<file path="src/rse_pkg.sv">
package rse_pkg;

  // Depth of the command queue between the front and the back.
  localparam int unsigned QueueDepth = 2;

  // Run code marker, terminator byte and the longest run a code byte can hold.
  localparam logic [7:0]  RunMark  = 8'hE0;
  localparam logic [4:0]  RunLimit = 5'd31;

  // Encoded length saturates here.
  localparam logic [13:0] LenMax   = 14'h3FFF;

  // One run to be sent: pixel count and colour.
  typedef struct packed {
    logic       valid;
    logic [4:0] count;
    logic [7:0] colour;
  } run_t;

  // Work for the back, produced by one pixel.
  // The flush run goes first: a colour change or a run that hit the limit.
  // The tail run is the pending run flushed at the end of the line.
  // The terminator ends the line.
  typedef struct packed {
    run_t flush;
    run_t tail;
    logic term;
  } cmd_t;

endpackage

</file>
<file path="src/rse_front.sv">
module rse_front (
  input  logic           clk_i,
  input  logic           rst_ni,
  input  logic           in_valid_i,
  input  logic [7:0]     pixel_i,
  input  logic           end_of_line_i,
  output logic           in_stall_o,
  input  logic           full_i,
  output logic           push_o,
  output rse_pkg::cmd_t  cmd_o
);

  logic [7:0] run_colour_q;
  logic [4:0] run_count_q;
  logic       line_open_q;

  logic       accept;
  logic [7:0] colour_d;
  logic [4:0] count_d;

  assign in_stall_o = full_i;
  assign accept     = in_valid_i && !full_i;

  // Classify the pixel: which runs close and whether the line ends.
  always_comb begin
    cmd_o    = '0;
    colour_d = run_colour_q;
    count_d  = run_count_q;
    if (!line_open_q) begin
      colour_d = pixel_i;
      count_d  = 5'd1;
    end else begin
      if (pixel_i != run_colour_q) begin
        cmd_o.flush.valid  = (run_count_q != 5'd0);
        cmd_o.flush.count  = run_count_q;
        cmd_o.flush.colour = run_colour_q;
        colour_d           = pixel_i;
        count_d            = 5'd1;
      end else begin
        count_d = run_count_q + 5'd1;
      end
      if (count_d == rse_pkg::RunLimit) begin
        cmd_o.flush.valid  = 1'b1;
        cmd_o.flush.count  = rse_pkg::RunLimit;
        cmd_o.flush.colour = colour_d;
        count_d            = 5'd0;
      end
    end
    if (end_of_line_i) begin
      cmd_o.tail.valid  = (count_d != 5'd0);
      cmd_o.tail.count  = count_d;
      cmd_o.tail.colour = colour_d;
      cmd_o.term        = 1'b1;
    end
    push_o = accept && (cmd_o.flush.valid || cmd_o.tail.valid || cmd_o.term);
  end

  always_ff @(posedge clk_i or negedge rst_ni) begin
    if (!rst_ni) begin
      run_colour_q <= '0;
      run_count_q  <= '0;
      line_open_q  <= 1'b0;
    end else if (accept) begin
      if (end_of_line_i) begin
        run_colour_q <= '0;
        run_count_q  <= '0;
        line_open_q  <= 1'b0;
      end else begin
        run_colour_q <= colour_d;
        run_count_q  <= count_d;
        line_open_q  <= 1'b1;
      end
    end
  end

`ifndef NO_ASSERTIONS
  // A run at the limit is flushed at once and never held.
  assert property (@(posedge clk_i) disable iff (!rst_ni) run_count_q != rse_pkg::RunLimit)
    else $error("run count held at limit");

  // A closed line holds no pending run.
  assert property (@(posedge clk_i) disable iff (!rst_ni) !line_open_q |-> run_count_q == 5'd0)
    else $error("pending run outside a line");
`endif

endmodule

</file>
<file path="src/rse_queue.sv">
module rse_queue #(
  parameter int unsigned Depth = rse_pkg::QueueDepth
) (
  input  logic          clk_i,
  input  logic          rst_ni,
  input  logic          push_i,
  input  rse_pkg::cmd_t data_i,
  output logic          full_o,
  output logic          valid_o,
  output rse_pkg::cmd_t data_o,
  input  logic          pop_i
);

  localparam int unsigned PtrW = (Depth > 1) ? $clog2(Depth) : 1;
  localparam int unsigned CntW = $clog2(Depth + 1);

  rse_pkg::cmd_t   mem_q [Depth];
  logic [PtrW-1:0] wr_ptr_q;
  logic [PtrW-1:0] rd_ptr_q;
  logic [CntW-1:0] cnt_q;

  assign full_o  = (cnt_q == CntW'(Depth));
  assign valid_o = (cnt_q != '0);
  assign data_o  = mem_q[rd_ptr_q];

  always_ff @(posedge clk_i) begin
    if (push_i) begin
      mem_q[wr_ptr_q] <= data_i;
    end
  end

  always_ff @(posedge clk_i or negedge rst_ni) begin
    if (!rst_ni) begin
      wr_ptr_q <= '0;
      rd_ptr_q <= '0;
      cnt_q    <= '0;
    end else begin
      if (push_i) begin
        wr_ptr_q <= (wr_ptr_q == PtrW'(Depth - 1)) ? '0 : wr_ptr_q + 1'b1;
      end
      if (pop_i) begin
        rd_ptr_q <= (rd_ptr_q == PtrW'(Depth - 1)) ? '0 : rd_ptr_q + 1'b1;
      end
      if (push_i && !pop_i) begin
        cnt_q <= cnt_q + 1'b1;
      end else if (pop_i && !push_i) begin
        cnt_q <= cnt_q - 1'b1;
      end
    end
  end

`ifndef NO_ASSERTIONS
  assert property (@(posedge clk_i) disable iff (!rst_ni) cnt_q <= CntW'(Depth))
    else $error("queue overfilled");

  assert property (@(posedge clk_i) disable iff (!rst_ni) (pop_i |-> valid_o) and (push_i |-> !full_o))
    else $error("queue pop when empty or push when full");
`endif

endmodule

</file>
<file path="src/rse_back.sv">
module rse_back (
  input  logic          clk_i,
  input  logic          rst_ni,
  input  logic          cmd_valid_i,
  input  rse_pkg::cmd_t cmd_i,
  output logic          cmd_pop_o,
  output logic          out_valid_o,
  input  logic          out_stall_i,
  output logic [7:0]    code_byte_o,
  output logic          final_byte_o,
  output logic [13:0]   encoded_length_o
);

  typedef enum logic [2:0] {
    PhFlushCode,
    PhFlushColour,
    PhTailCode,
    PhTailColour,
    PhTerm
  } phase_e;

  phase_e      phase_q;
  phase_e      first_phase;
  phase_e      cur_phase;
  phase_e      next_phase;
  logic        busy_q;
  logic        out_valid_q;
  logic [7:0]  byte_q;
  logic        final_q;
  logic [13:0] enc_len_q;
  logic [13:0] len_q;
  logic [13:0] len_inc;

  logic        flush_lit;
  logic        tail_lit;
  logic        load;
  logic        cmd_done;
  logic [7:0]  byte_d;
  logic        final_d;

  assign flush_lit = (cmd_i.flush.count == 5'd1) &&
                     ((cmd_i.flush.colour & rse_pkg::RunMark) != rse_pkg::RunMark);
  assign tail_lit  = (cmd_i.tail.count == 5'd1) &&
                     ((cmd_i.tail.colour & rse_pkg::RunMark) != rse_pkg::RunMark);

  assign load      = cmd_valid_i && (!out_valid_q || !out_stall_i);
  assign cmd_pop_o = load && cmd_done;
  assign len_inc   = (len_q == rse_pkg::LenMax) ? len_q : len_q + 14'd1;

  always_comb begin
    if (cmd_i.flush.valid) begin
      first_phase = PhFlushCode;
    end else if (cmd_i.tail.valid) begin
      first_phase = PhTailCode;
    end else begin
      first_phase = PhTerm;
    end
    cur_phase = busy_q ? phase_q : first_phase;
  end

  // Pick the byte of the current phase and find the phase after it.
  always_comb begin
    byte_d     = rse_pkg::RunMark;
    final_d    = 1'b0;
    next_phase = PhTerm;
    cmd_done   = 1'b0;
    unique case (cur_phase)
      PhFlushCode, PhFlushColour: begin
        if (cur_phase == PhFlushCode && flush_lit) begin
          byte_d = cmd_i.flush.colour;
        end else if (cur_phase == PhFlushCode) begin
          byte_d = rse_pkg::RunMark | {3'b000, cmd_i.flush.count};
        end else begin
          byte_d = cmd_i.flush.colour;
        end
        if (cur_phase == PhFlushCode && !flush_lit) begin
          next_phase = PhFlushColour;
        end else if (cmd_i.tail.valid) begin
          next_phase = PhTailCode;
        end else if (cmd_i.term) begin
          next_phase = PhTerm;
        end else begin
          cmd_done = 1'b1;
        end
      end
      PhTailCode, PhTailColour: begin
        if (cur_phase == PhTailCode && tail_lit) begin
          byte_d = cmd_i.tail.colour;
        end else if (cur_phase == PhTailCode) begin
          byte_d = rse_pkg::RunMark | {3'b000, cmd_i.tail.count};
        end else begin
          byte_d = cmd_i.tail.colour;
        end
        if (cur_phase == PhTailCode && !tail_lit) begin
          next_phase = PhTailColour;
        end else if (cmd_i.term) begin
          next_phase = PhTerm;
        end else begin
          cmd_done = 1'b1;
        end
      end
      PhTerm: begin
        byte_d   = rse_pkg::RunMark;
        final_d  = 1'b1;
        cmd_done = 1'b1;
      end
      default: begin
        cmd_done = 1'b1;
      end
    endcase
  end

  always_ff @(posedge clk_i or negedge rst_ni) begin
    if (!rst_ni) begin
      phase_q     <= PhFlushCode;
      busy_q      <= 1'b0;
      out_valid_q <= 1'b0;
      byte_q      <= '0;
      final_q     <= 1'b0;
      enc_len_q   <= '0;
      len_q       <= '0;
    end else if (load) begin
      out_valid_q <= 1'b1;
      byte_q      <= byte_d;
      final_q     <= final_d;
      enc_len_q   <= final_d ? len_inc : 14'd0;
      len_q       <= final_d ? 14'd0 : len_inc;
      busy_q      <= !cmd_done;
      phase_q     <= next_phase;
    end else if (!out_stall_i) begin
      out_valid_q <= 1'b0;
    end
  end

  assign out_valid_o      = out_valid_q;
  assign code_byte_o      = byte_q;
  assign final_byte_o     = final_q;
  assign encoded_length_o = enc_len_q;

`ifndef NO_ASSERTIONS
  assert property (@(posedge clk_i) disable iff (!rst_ni)
                   out_valid_q && final_q |-> byte_q == rse_pkg::RunMark)
    else $error("final byte is not the terminator");

  assert property (@(posedge clk_i) disable iff (!rst_ni)
                   out_valid_q && !final_q |-> enc_len_q == 14'd0)
    else $error("length shown on a non-final byte");

  assert property (@(posedge clk_i) disable iff (!rst_ni) busy_q |-> cmd_valid_i)
    else $error("command left the queue mid-expansion");
`endif

endmodule

</file>
<file path="src/rle_scanline_encoder.sv">
// The first code byte of an accepted pixel is registered in the command queue and then in the output register.
// Throughput: one pixel per cycle while the command queue has room; the back sends
//   one byte per cycle when not stalled; a pixel that closes runs yields 1 to 5 bytes.
// The byte rate of the output register sets the sustained rate on changing colours;
//   runs of equal pixels pass at one per cycle.
// Reset (rst_ni, async, active low) closes the line, empties the queue and drops any byte.
module rle_scanline_encoder #(
  parameter int unsigned QUEUE_DEPTH = rse_pkg::QueueDepth
) (
  input  logic        clk_i,
  input  logic        rst_ni,
  input  logic        in_valid_i,
  output logic        in_stall_o,
  input  logic [7:0]  pixel_i,
  input  logic        end_of_line_i,
  output logic        out_valid_o,
  input  logic        out_stall_i,
  output logic [7:0]  code_byte_o,
  output logic        final_byte_o,
  output logic [13:0] encoded_length_o
);

  // Front: track the run, decide which runs close on each pixel.
  logic          push;
  logic          full;
  rse_pkg::cmd_t push_cmd;

  // Back: turn each command into code bytes, count the line length.
  logic          cmd_valid;
  logic          cmd_pop;
  rse_pkg::cmd_t head_cmd;

  rse_front u_front (
    .clk_i         (clk_i),
    .rst_ni        (rst_ni),
    .in_valid_i    (in_valid_i),
    .pixel_i       (pixel_i),
    .end_of_line_i (end_of_line_i),
    .in_stall_o    (in_stall_o),
    .full_i        (full),
    .push_o        (push),
    .cmd_o         (push_cmd)
  );

  // Decouple the two sides: the front keeps taking pixels while bytes wait.
  rse_queue #(
    .Depth (QUEUE_DEPTH)
  ) u_queue (
    .clk_i   (clk_i),
    .rst_ni  (rst_ni),
    .push_i  (push),
    .data_i  (push_cmd),
    .full_o  (full),
    .valid_o (cmd_valid),
    .data_o  (head_cmd),
    .pop_i   (cmd_pop)
  );

  rse_back u_back (
    .clk_i            (clk_i),
    .rst_ni           (rst_ni),
    .cmd_valid_i      (cmd_valid),
    .cmd_i            (head_cmd),
    .cmd_pop_o        (cmd_pop),
    .out_valid_o      (out_valid_o),
    .out_stall_i      (out_stall_i),
    .code_byte_o      (code_byte_o),
    .final_byte_o     (final_byte_o),
    .encoded_length_o (encoded_length_o)
  );

endmodule

</file>
<file path="config.mk">
export PLATFORM = sky130hd
export DESIGN_NAME = rle_scanline_encoder
export DESIGN_NICKNAME = d
export VERILOG_FILES = /design/src/rse_pkg.sv /design/src/rse_front.sv /design/src/rse_queue.sv /design/src/rse_back.sv /design/src/rle_scanline_encoder.sv
export SDC_FILE = /design/constraint.sdc
export NUM_CORES = 1
export LEC_CHECK = 0
export BUFFER_PORTS_ARGS = -buffer_cell sky130_fd_sc_hd__buf_2
export CAP_MARGIN = 10
export CELL_PAD_IN_SITES_DETAIL_PLACEMENT = 1
export CELL_PAD_IN_SITES_GLOBAL_PLACEMENT = 1
export CORE_MARGIN = 4
export CORE_UTILIZATION = 28
export CTS_BUF_LIST = sky130_fd_sc_hd__clkbuf_4 sky130_fd_sc_hd__clkbuf_8
export CTS_CLUSTER_SIZE = 14
export DETAILED_ROUTE_END_ITERATION = 8
export PLACE_DENSITY_LB_ADDON = 0.1
export SLEW_MARGIN = 20
export SYNTH_ARGS = -nofsm -noshare
export SYNTH_HDL_FRONTEND = slang
export SYNTH_SLANG_ARGS = --single-unit
</file>
<file path="constraint.sdc">
create_clock -name clk_i -period 6 [get_ports clk_i]
set_input_delay 1.2 -clock clk_i [delete_from_list [all_inputs] [get_ports clk_i]]
set_output_delay 1.2 -clock clk_i [all_outputs]
set_load 0.005 [all_outputs]
</file>
==> impl_metrics.ini <==
[status]
status = finished clean

[clock_network]
cts_tree = built
clock-sinks = 118
post_cts_buffers = 0
clockBufferDepth = 2
cts_resized = 0
cts-htree-levels = 4
numCtsBuffers = 17
path_clk_slew_ns = 0.08
postCtsHoldBufs = 0
cts-root-buf = clkbuf_8
clk_latency_ns = 0.44

[power]
p_per_area_mw_per_mm2 = 438
p_leak_uw = 0.00250
ir_drop_mv = 0.133

[min_path]
hp-start = u_back.code_byte_o[1]
min_to = u_back.code_byte_o[1]
hold_class = register to register
hold_path_depth = 2

[critical_path]
r2r_slack_ns = 2.25
cp.required_ns = 6.37
rr_worst_depth = 10
reg2reg_from = u_queue.rd_ptr_q
end_kind = register
crit_path_max_fanout = 22
timing.rr.end = u_queue.cnt_q[1]
crit_arrival_ns = 4.12
critPathLaunchType = register
critPathKind = register to register

[synthesis]
seq_area_frac_synth_pct = 56.7
synth-simple-area-share_pct = 14.9
synth_top_family_by_area = compound AO/OA/AOI/OAI gates
async_flop_share_pct = 50.8
syn_area_mm2 = 0.00572
yosys.area_share.xor_xnor_pct = 3.52
ys_ff_latch = 118
synth_warnings = 0
synth_compound_area_share_pct = 15.2
synth_mux_area_share_pct = 5.82
ys_types = 61
synthAdderAreaFrac_pct = 0.875
synth_area_leader_cell = edfxtp_1
syn_inst = 496
synth.top_cell.area_share_pct = 30.4
synth_area_per_cell_um2 = 11.5
netlist_top_cells_area = edfxtp_1 30%, dfrtp_1 26%, nand2_1 4.3%
synth-edff-count = 58
synthFlopType = dfrtp_1
syn-num-nets = 513

[drt]
dr_wl_met3_um = 403
drtIter0Drc = 210
wl_met2_mm = 6.54
routedWlPerCell_um = 18.0
m1WireLength_mm = 7.55
vias_per_cell = 4.85
dr.max_layer_used = met4
dr.pass1.iters = 4
post-route-drc-count = 0
final_antenna_net_count = 0
drt_wl_total_mm = 14.7
vias = 3953

[timing]
final.setup.tns_ns = 0
worst_pin_slew_ns = 0.930
fmax_mhz = 267
min_period_ns = 3.75
fin_skew_ns = 0.00857
drv_slew = 0
setup_viol = 0
rsz0062_at_grt = false
finalHoldViolCount = 0
slew_headroom_pct = 37.7
fin_crit_sh_pct = 62.5

[layout]
layout_common_cells = 65 x nand2_1, 60 x dfrtp_1, 58 x edfxtp_1
syn2layout_area_growth_pct = 14.7
drive_gt1_share_pct = 18.0
num_antenna_cells = 0
nNetsFinal = 549
post-route-util_pct = 32.5
fillerInstances = 2269
final_common_cell = nand2_1

[die]
pin_count = 38
die_x_um = 151
die_area_mm2 = 0.0228
rows = 52
initial_core_util_pct = 28.4
die_h_um = 151
coreArea_mm2 = 0.0202

[global_route]
grt_use_total_pct = 13.8
grt_pass1_vias = 4196
grt_remaining_overflow = 0
grt_max_degree = 61
grt_pass1_wl_mm = 23.7
antenna_found_initial = 0

[placement]
dpl.hpwl_mm = 10.5
gp_routability_congestion = 0.765
port_buffers = 37

[flow_run]
maxCapViolations = 0
==> registers in the layout (all words and copies together) (netlist names), 2 cells and up <==
signal,flops
u_queue.cnt_q,2
u_queue.mem_q,58
u_back.code_byte_o,8
u_back.encoded_length_o,14
u_front.run_colour_q,8
u_front.run_count_q,5
u_back.phase_q,3
u_back.len_q,14
==> where the power goes <==
part,switching [uW],internal [uW]
registers,157,1030
logic,568,388
clock network,348,383
total,1070,1800
==> worst max-delay path by stage <==
stage | start | to | slack [ns] | cells after the start
after floorplan | pixel_i[6] | u_queue.mem_q[1][0] | 2.10 | 7
after global placement | u_queue.rd_ptr_q | u_queue.cnt_q[1] | 2.33 | 10
after detailed placement | u_queue.rd_ptr_q | u_queue.cnt_q[1] | 2.18 | 10
after CTS | u_queue.rd_ptr_q | u_queue.cnt_q[1] | 2.16 | 10
after global routing | u_queue.rd_ptr_q | u_queue.cnt_q[1] | 1.79 | 10
final | u_queue.rd_ptr_q | u_queue.cnt_q[1] | 2.25 | 10
==> logic make-up (layout without fill, tap and decap cells) <==
logic type / count (synthesis) / after routing
and+or+nand+nor: 170 / 170
adders and majority gates: 4 / 4
xor gates and xnor gates: 23 / 23
muxes: 22 / 22
DFF: 118 / 118
AOI/OAI and AO/OA: 124 / 124
buffers and inverters: 35 / 84
==> per-stage QoR <==
step | instances | hold slack, ns | instance area (um2) | total power (uW) | setup WS (ns)
global route | 815 | 0.499 | 6560 | 3090 | 1.79
detailed placement | 783 | 0.456 | 6160 | 2180 | 2.18
floorplan | 496 | 0.441 | 5720 | 1880 | 2.10
finish | 815 | 0.466 | 6560 | 2880 | 2.25
global placement | 783 | 0.447 | 6160 | 2160 | 2.33
CTS | 815 | 0.475 | 6560 | 2930 | 2.16
==> synth_stat cells, types with 11 or more instances <==
cell	count
nand2_1	65
and2_1	19
edfxtp_1	58
clkbuf_1	16
a21oi_1	14
dfrtp_1	60
o21ai_0	44
nand3_1	11
nor2_1	26
xnor2_1	15
mux2i_1	13
nand2b_1	11
==> worst max-delay path, cell delays in order (launching register included) <==
cell and delay, ns:
dfrtp_1 0.83, buf_4 0.42, o21ai_0 0.17, o31ai_2 0.82, a22oi_1 0.32, a211oi_1 0.34
o21ai_0 0.15, ha_1 0.22, xor2_1 0.14, nor2_1 0.13, xnor2_1 0.13
==> layer usage <==
metal  track usage [%]  up-vias
met1              19.6     1985
met5                 0        -
met2              20.6       57
li1                  -     1896
met4              4.90        0
met3              3.11       15
==> area by class of cell <==
class                      instances  area [um2]  area share [%]
clock buffer                      19         249            3.79
clock inverter                    13         150            2.29
inverter                           8        30.0           0.458
multi-input combinational        343        2310            35.3
sequential                       118        3240            49.4
tap                              270         338            5.15
timing repair buffer              44         238            3.62
Note: power is estimated with default switching activity, not from simulation.
